File: config.mk
export PLATFORM = sky130hd
export DESIGN_NAME = hmsb_mod
export DESIGN_NICKNAME = d
export VERILOG_FILES = /design/src/hw/rtl/hmsb_mod.sv
export SDC_FILE = /design/constraint.sdc
export NUM_CORES = 1
export LEC_CHECK = 0
export BUFFER_PORTS_ARGS = -buffer_cell sky130_fd_sc_hd__buf_2
export CELL_PAD_IN_SITES_DETAIL_PLACEMENT = 0
export CELL_PAD_IN_SITES_GLOBAL_PLACEMENT = 1
export CORE_MARGIN = 3
export CORE_UTILIZATION = 44
export DETAILED_ROUTE_END_ITERATION = 7
export PLACE_DENSITY = 0.82
export SKIP_LAST_GASP = 1
export SYNTH_ARGS = -nofsm -noshare
export SYNTH_HDL_FRONTEND = slang
export SYNTH_SLANG_ARGS = --single-unit
File: constraint.sdc
create_clock -name clock -period 2.83 [get_ports clock]
set_input_delay 0.566 -clock clock [delete_from_list [all_inputs] [get_ports clock]]
set_output_delay 0.566 -clock clock [all_outputs]
set_load 0.02 [all_outputs]
File: src/hw/rtl/hmsb_mod.sv
// restoring remainder unit, one dividend bit per cycle
// no dependencies

module hmsb_mod #(
   parameter int KEY_WIDTH = 32,
   parameter int DIV_WIDTH = 7
) (
   input  logic                 clock,
   input  logic                 reset,
   input  logic                 start,
   input  logic [KEY_WIDTH-1:0] dividend,
   input  logic [DIV_WIDTH-1:0] divisor,
   output logic                 done,
   output logic [DIV_WIDTH-1:0] remainder
);

   localparam int CNT_WIDTH = (KEY_WIDTH > 1) ? $clog2(KEY_WIDTH) : 1;

   logic                 busy_ff, busy_in;
   logic                 done_ff, done_in;
   logic [CNT_WIDTH-1:0] cnt_ff, cnt_in;
   logic [KEY_WIDTH-1:0] shift_ff, shift_in;
   logic [DIV_WIDTH-1:0] div_ff, div_in;
   logic [DIV_WIDTH-1:0] rem_ff, rem_in;
   logic [DIV_WIDTH:0]   trial;

   always_comb begin
      busy_in  = busy_ff;
      done_in  = 1'b0;
      cnt_in   = cnt_ff;
      shift_in = shift_ff;
      div_in   = div_ff;
      rem_in   = rem_ff;
      trial    = {rem_ff, shift_ff[KEY_WIDTH-1]};
      if (start) begin
         busy_in  = 1'b1;
         cnt_in   = '0;
         shift_in = dividend;
         div_in   = divisor;
         rem_in   = '0;
      end else if (busy_ff) begin
         if (trial >= {1'b0, div_ff}) begin
            rem_in = DIV_WIDTH'(trial - {1'b0, div_ff});
         end else begin
            rem_in = trial[DIV_WIDTH-1:0];
         end
         shift_in = shift_ff << 1;
         cnt_in   = cnt_ff + 1'b1;
         if (cnt_ff == CNT_WIDTH'(KEY_WIDTH - 1)) begin
            busy_in = 1'b0;
            done_in = 1'b1;
         end
      end
   end

   always_ff @(posedge clock) begin
      if (reset) begin
         busy_ff <= 1'b0;
         done_ff <= 1'b0;
      end else begin
         busy_ff <= busy_in;
         done_ff <= done_in;
      end
      cnt_ff   <= cnt_in;
      shift_ff <= shift_in;
      div_ff   <= div_in;
      rem_ff   <= rem_in;
   end

   assign done      = done_ff;
   assign remainder = rem_ff;

endmodule

==> results.toml, run 1 <==
[status]
outcome = "finished clean"

[placement]
port_buffers = 49
place_ws_ns = 0.4722
hpwl_um = 3187
placed_cells = 319
gp_congestion = 0.7760

[clocking]
cts_max_level = 2
cts_sinks = 53
hold_buffers = 0
cts_tree = "built"
cts_setup_buffers = 0
cts_buffers = 5
cts_buffer_depth = 2
clock_latency_ns = 0.30
clock-root-buffer = "clkbuf_8"
clk_pin_slew_ns = 0.09
cts_resized = 0

[power_and_ir_drop]
ir_worst_vdd_v = 0.0002990
p_comb_frac = 0.139
p_seq_frac = 0.590
p_sw_mw = 0.3921
intPower_mw = 1.195
clockPowerShare = 0.271
swShare = 0.2471
power_leakage_nw = 1.222
p_per_area_mw_per_mm2 = 527.3

[job]
maxCapViolCount = 0

[final_layout]
post-route-util = 0.5366
fillers = 514
final_cells = 327
nets = 306
multi_input_area_mm2 = 0.001046
regArea_mm2 = 0.001451
num_antenna_cells = 0
drive_gt1_frac = 0.2549
area.growth.synth_to_final_pct = 16.13

[drt]
drtAntennaViolNets = 0
drt_iter0_markers = 38
drtPass1Iterations = 4
wire_per_inst_um = 13.45
drc_errors = 0
avgViaCountPerCell = 5.226
route.vias.total = 1709
wirelength_um = 4399

[floorplanning]
core_area_mm2 = 0.005608
row_count = 27
die_area_mm2 = 0.006846
io_pins = 50
fp.dieW_um = 82.74
die_h_um = 82.74
initial_core_util = 0.4621

[critical_path]
worstSetupPathType = "register to register"
path_depth = 8
ff2ff_path_depth = 8
path_max_fanout = 9
timing.critical_path.buf_inv = 2
cp_slowest_cell = "fa_1"
crit_path_frequent_cell = "inv_1"
crit_arrival_ns = 2.59
timing.critical_path.to = "remainder[0]"
path_cells = "inv_1, ha_1, inv_1, fa_1, a211oi_2, or3_1, a311oi_1, a311o_1"
r2r-start = "shift_ff[31]"
path_delay_family = "compound AO/OA/AOI/OAI gates"
r2r-end = "remainder[0]"
critPathMaxStageDelay_ns = 0.42
start_kind = "register"
end_kind = "register"
reg2reg_slack_ns = 0.44
required_ns = 3.02
worstSetupStartpoint = "shift_ff[31]"

[sta]
fin_tns_setup_ns = 0
worst_pin_slew_ns = 0.5455
post-route-min-period_ns = 2.394
fmax_mhz = 417.8
slew_violations = 0
fin_ws_ns = 0.4363
finalCritPeriodShare = 0.8458
slew-limit-headroom = 0.6357
hold_violations = 0
report.final.setup_viol = 0
fin_skew_ns = 0.007333
rsz0062_at_grt = "false"

[synth]
avgSynthCellArea_um2 = 12.76
seq_area_frac_synth = 0.5601
yosys_warnings = 0
synth_seq_cells = 53
synth_area_mm2 = 0.002591
synthCells = 203
yosys.cell_types.count = 43
synthesis.nets = 255

[worst_hold_path]
hp-class = "input port to register"

[grt]
grt_max_degree = 33
grt_pass1_vias = 1636
overflow = 0
grt_usage = 0.1449
grt_pass1_wl_um = 7465
antenna_found_initial = 0
flip-flops by register name, indices dropped and copies added (netlist names):
register and count:
div_ff 7, shift_ff 32, done 1, busy_ff 1, cnt_ff 5, remainder 7
cell usage after synthesis, drive strengths merged:
library cell | instances | area share
buf | 4 | 0.0087
mux2 | 31 | 0.13
a221oi | 1 | 0.0034
or3 | 1 | 0.0024
nor2 | 15 | 0.022
a211oi | 3 | 0.013
mux2i | 2 | 0.0077
fa | 1 | 0.0077
or3b | 2 | 0.0068
nand3b | 1 | 0.0029
nand4 | 2 | 0.0048
or2 | 2 | 0.0048
inv | 13 | 0.019
clkbuf | 6 | 0.0087
a21o | 2 | 0.0058
a311oi | 4 | 0.014
xnor2 | 3 | 0.010
and3 | 3 | 0.0092
dfxtp | 14 | 0.11
nand2b | 3 | 0.0072
a31o | 1 | 0.0034
nor2b | 1 | 0.0024
nor3 | 2 | 0.0039
and2 | 1 | 0.0024
nand2 | 6 | 0.0087
o21ai | 7 | 0.014
nor3b | 8 | 0.023
ha | 9 | 0.043
a21oi | 2 | 0.0039
a311o | 1 | 0.0039
o31ai | 2 | 0.0058
a41oi | 4 | 0.014
edfxtp | 39 | 0.45
nand3 | 2 | 0.0039
xor2 | 2 | 0.0068
o21bai | 1 | 0.0029
a211o | 1 | 0.0034
a2111oi | 1 | 0.0034
cell families after synthesis:
logic type | after synthesis | share of synthesized area
XOR/XNOR | 5 | 0.01690
multiplexers | 33 | 0.1424
adder cells (fa/ha/maj) | 10 | 0.05118
AO/OA/AOI/OAI | 30 | 0.08884
AND/OR/NAND/NOR | 49 | 0.1043
buffers and inverters | 23 | 0.03621
flip-flops | 53 | 0.5601
cells in the final DEF (no fill, tap or decap), types with 3 or more instances in the layout:
master / count
edfxtp_1: 39
nand2_1: 6
a311oi_1: 4
nor3b_1: 8
buf_2: 49
dfxtp_1: 14
mux2_1: 31
clkbuf_8: 5
nor2_1: 15
ha_1: 9
a41oi_1: 4
buf_4: 5
inv_1: 13
nand2b_1: 3
o21ai_0: 5
xnor2_1: 3
per-stage QoR:
| stage | area (um^2) | power (mW) | hold slack (ns) |
|---|---|---|---|
| 2_1_floorplan | 2591 | 1.102 | 0.4673 |
| 3_3_place_gp | 2919 | 1.175 | 0.4793 |
| 3_5_place_dp | 2919 | 1.178 | 0.4950 |
| 4_1_cts | 3009 | 1.617 | 0.4091 |
| 5_1_grt | 3009 | 1.676 | 0.4014 |
| 6_report | 3009 | 1.587 | 0.4255 |
worst register-to-register path: cells and delay by family, from the launching register on:
kind	cells	cell delay (ns)
AOI/OAI and AO/OA	3	0.85
adders and majority gates	2	0.57
DFF	1	0.40
and+or+nand+nor	1	0.34
buffers and inverters	2	0.12
layout make-up:
type,count,share of cell area
tap,72,0.02994
multi-input combinational,127,0.3476
timing repair buffer,54,0.09397
sequential,53,0.4823
clock inverter,3,0.007069
clock buffer,5,0.02287
inverter,13,0.01622
power groups by stage:
stage | combinational, mW | clock [mW] | sequential [mW]
finish | 0.221 | 0.429 | 0.936
global route | 0.252 | 0.479 | 0.946
CTS | 0.224 | 0.454 | 0.938
detailed placement | 0.223 | 0 | 0.955
global placement | 0.221 | 0 | 0.954
floorplan | 0.152 | 0 | 0.950
worst min path at each step:
stage                    start         to  slack (ns)  depth (start not counted)
floorplan            cnt_ff[4]  cnt_ff[4]        0.47                          2
global placement     cnt_ff[4]  cnt_ff[4]        0.48                          2
detailed placement   cnt_ff[4]  cnt_ff[4]        0.50                          2
CTS                      reset    busy_ff        0.41                          2
global route        divisor[1]  div_ff[1]        0.40                          1
finish                   reset    busy_ff        0.43                          2
metal layers:
metal / share of wire / GRT usage
met5: 0 / 0
met4: 0.012 / 0.04412
met3: 0.072 / 0.05206
met2: 0.45 / 0.2268
met1: 0.47 / 0.1880
Note: power is estimated with default switching activity, not from simulation.
==> run 2, diff against run 1 <==
Settings changed: CORE_UTILIZATION 44 to 40, PLACE_DENSITY 0.82 to 0.79.
Clock period 2.83 ns to 1.95 ns, I/O delays scaled along.
==> run 2 against run 1 <==
  * Maximum frequency grew 24%
  * Sequential power grew 45%
  * Total power grew 47%
  * Critical endpoint unchanged
  * Largest cell class unchanged
==> results.toml, run 2 (synthesis results as in run 1) <==
[power_and_ir_drop]
p_seq_frac = 0.580
intPower_mw = 1.770
power_leakage_nw = 1.302
clockPowerShare = 0.257
p_per_area_mw_per_mm2 = 735.7
swShare = 0.2423
p_sw_mw = 0.5662
ir_worst_vdd_v = 0.0004604
p_comb_frac = 0.163
p_total_mw = 2.336

[final_layout]
regMostFlops = "shift_ff"
fillers = 554
area.growth.synth_to_final_pct = 22.55
final_common_cell = "buf_2"
drive_gt1_frac = 0.3247
final_area_mm2 = 0.003176
largest_reg_flops = 32
nets = 322
num_antenna_cells = 0
final_cell_mix = "buf_2 (49), edfxtp_1 (39), mux2_1 (31)"

[grt]
top_usage_layer = "met2"
antenna_found_initial = 0
grt_max_degree = 33
overflow = 0
grt_usage = 0.1335
use_met3 = 0.04278
grt_pass1_wl_um = 7907
grt_use_met2 = 0.2072
grt_util_met1 = 0.1779
grt_pass1_vias = 1663

[worst_hold_path]
hp-class = "input port to register"

[sta]
report.final.setup_viol = 0
hold_violations = 0
fin_skew_ns = 0.01079
post-route-min-period_ns = 1.932
slew-limit-headroom = 0.6971
slew_violations = 0
fmax_mhz = 517.5
rsz0062_at_grt = "true"
worst_pin_slew_ns = 0.4543
finalCritPeriodShare = 0.9909

[drt]
wirelength_um = 4785
drtAntennaViolNets = 0
route.vias.total = 1758
drc_errors = 0
avgViaCountPerCell = 5.081
drt_iter0_markers = 52
wire_per_inst_um = 13.83
drtPass1Iterations = 4

[critical_path]
required_ns = 2.14
worstSetupPathType = "register to register"
path_max_fanout = 5
end_kind = "register"
crit_arrival_ns = 2.12
start_kind = "register"

[clocking]
cts_buffers = 5
clock-root-buffer = "clkbuf_8"
clock_latency_ns = 0.30
cts_buffer_depth = 2
clk_pin_slew_ns = 0.10
cts_max_level = 2
cts_sinks = 53
cts_tree = "built"

[placement]
placed_area_mm2 = 0.003058
gp_congestion = 0.7772
port_buffers = 49
hpwl_um = 3567

[floorplanning]
fp.dieW_um = 86.49
die_h_um = 86.49
die_area_mm2 = 0.007480
core_area_mm2 = 0.006096
io_pins = 50
row_count = 28
initial_core_util = 0.4251

[status]
outcome = "finished clean"

[job]
maxCapViolCount = 0
==> run 2: path summary, 6_finish.rpt <==
| path | from | end | slack [ns] | depth (start not counted) |
|---|---|---|---|---|
| max | div_ff[0] | remainder[0] | 0.02 | 7 |
| min | divisor[3] | div_ff[3] | 0.26 | 1 |
| max reg2reg | div_ff[0] | remainder[0] | 0.02 | 7 |
| min reg2reg | cnt_ff[3] | cnt_ff[3] | 0.52 | 2 |
==> run 2: worst max-delay path, cell delays in order, from the launching register on <==
cell	delay [ns]
edfxtp_1	0.38
ha_2	0.20
inv_2	0.05
fa_2	0.21
a211oi_2	0.08
or3_4	0.40
and3_4	0.21
a311o_1	0.30
==> run 2: layer usage <==
layer / part of all wire / wire (um)
met5: 0 / 0
met1: 0.47 / 2261
met2: 0.45 / 2166
met4: 0.0092 / 44
met3: 0.065 / 312
==> run 2: area by class of cell <==
type	instances	area, um^2	share of cell area
inverter	13	48.80	0.01537
timing repair buffer	70	427.9	0.1348
sequential	53	1451	0.4571
clock inverter	2	15.01	0.004728
tap	75	93.84	0.02955
clock buffer	6	72.57	0.02285
multi-input combinational	127	1066	0.3357
==> run 2: per-stage QoR <==
stage	TNS, ns	hold slack (ns)	cells	worst slack (ns)	util
after CTS	0	0.2457	344	0.01355	0.5168
after global routing	-0.08942	0.2385	346	-0.03230	0.5209
after detailed placement	-0.1944	0.4993	336	-0.06389	0.5016
after global placement	-0.04700	0.4783	336	-0.02909	0.5016
after floorplan	-0.08689	0.4624	203	-0.06151	-
final	0	0.2571	346	0.01782	0.5209
==> run 2: repair_timing <==
action,in CTS,in global routing
hold buffers,0,0
pin swaps,3,3
gates resized for setup,1,2
gates cloned,0,0
setup endpoints to repair,7,4
hold endpoints to repair,0,0
setup buffers,0,2
==> run 2: power groups by stage <==
| stage | registers, mW | logic (mW) | clock network (mW) |
|---|---|---|---|
| global route | 1.37 | 0.425 | 0.665 |
| floorplan | 1.38 | 0.223 | 0 |
| global placement | 1.38 | 0.366 | 0 |
| finish | 1.36 | 0.380 | 0.601 |
| CTS | 1.36 | 0.373 | 0.625 |
| detailed placement | 1.38 | 0.370 | 0 |
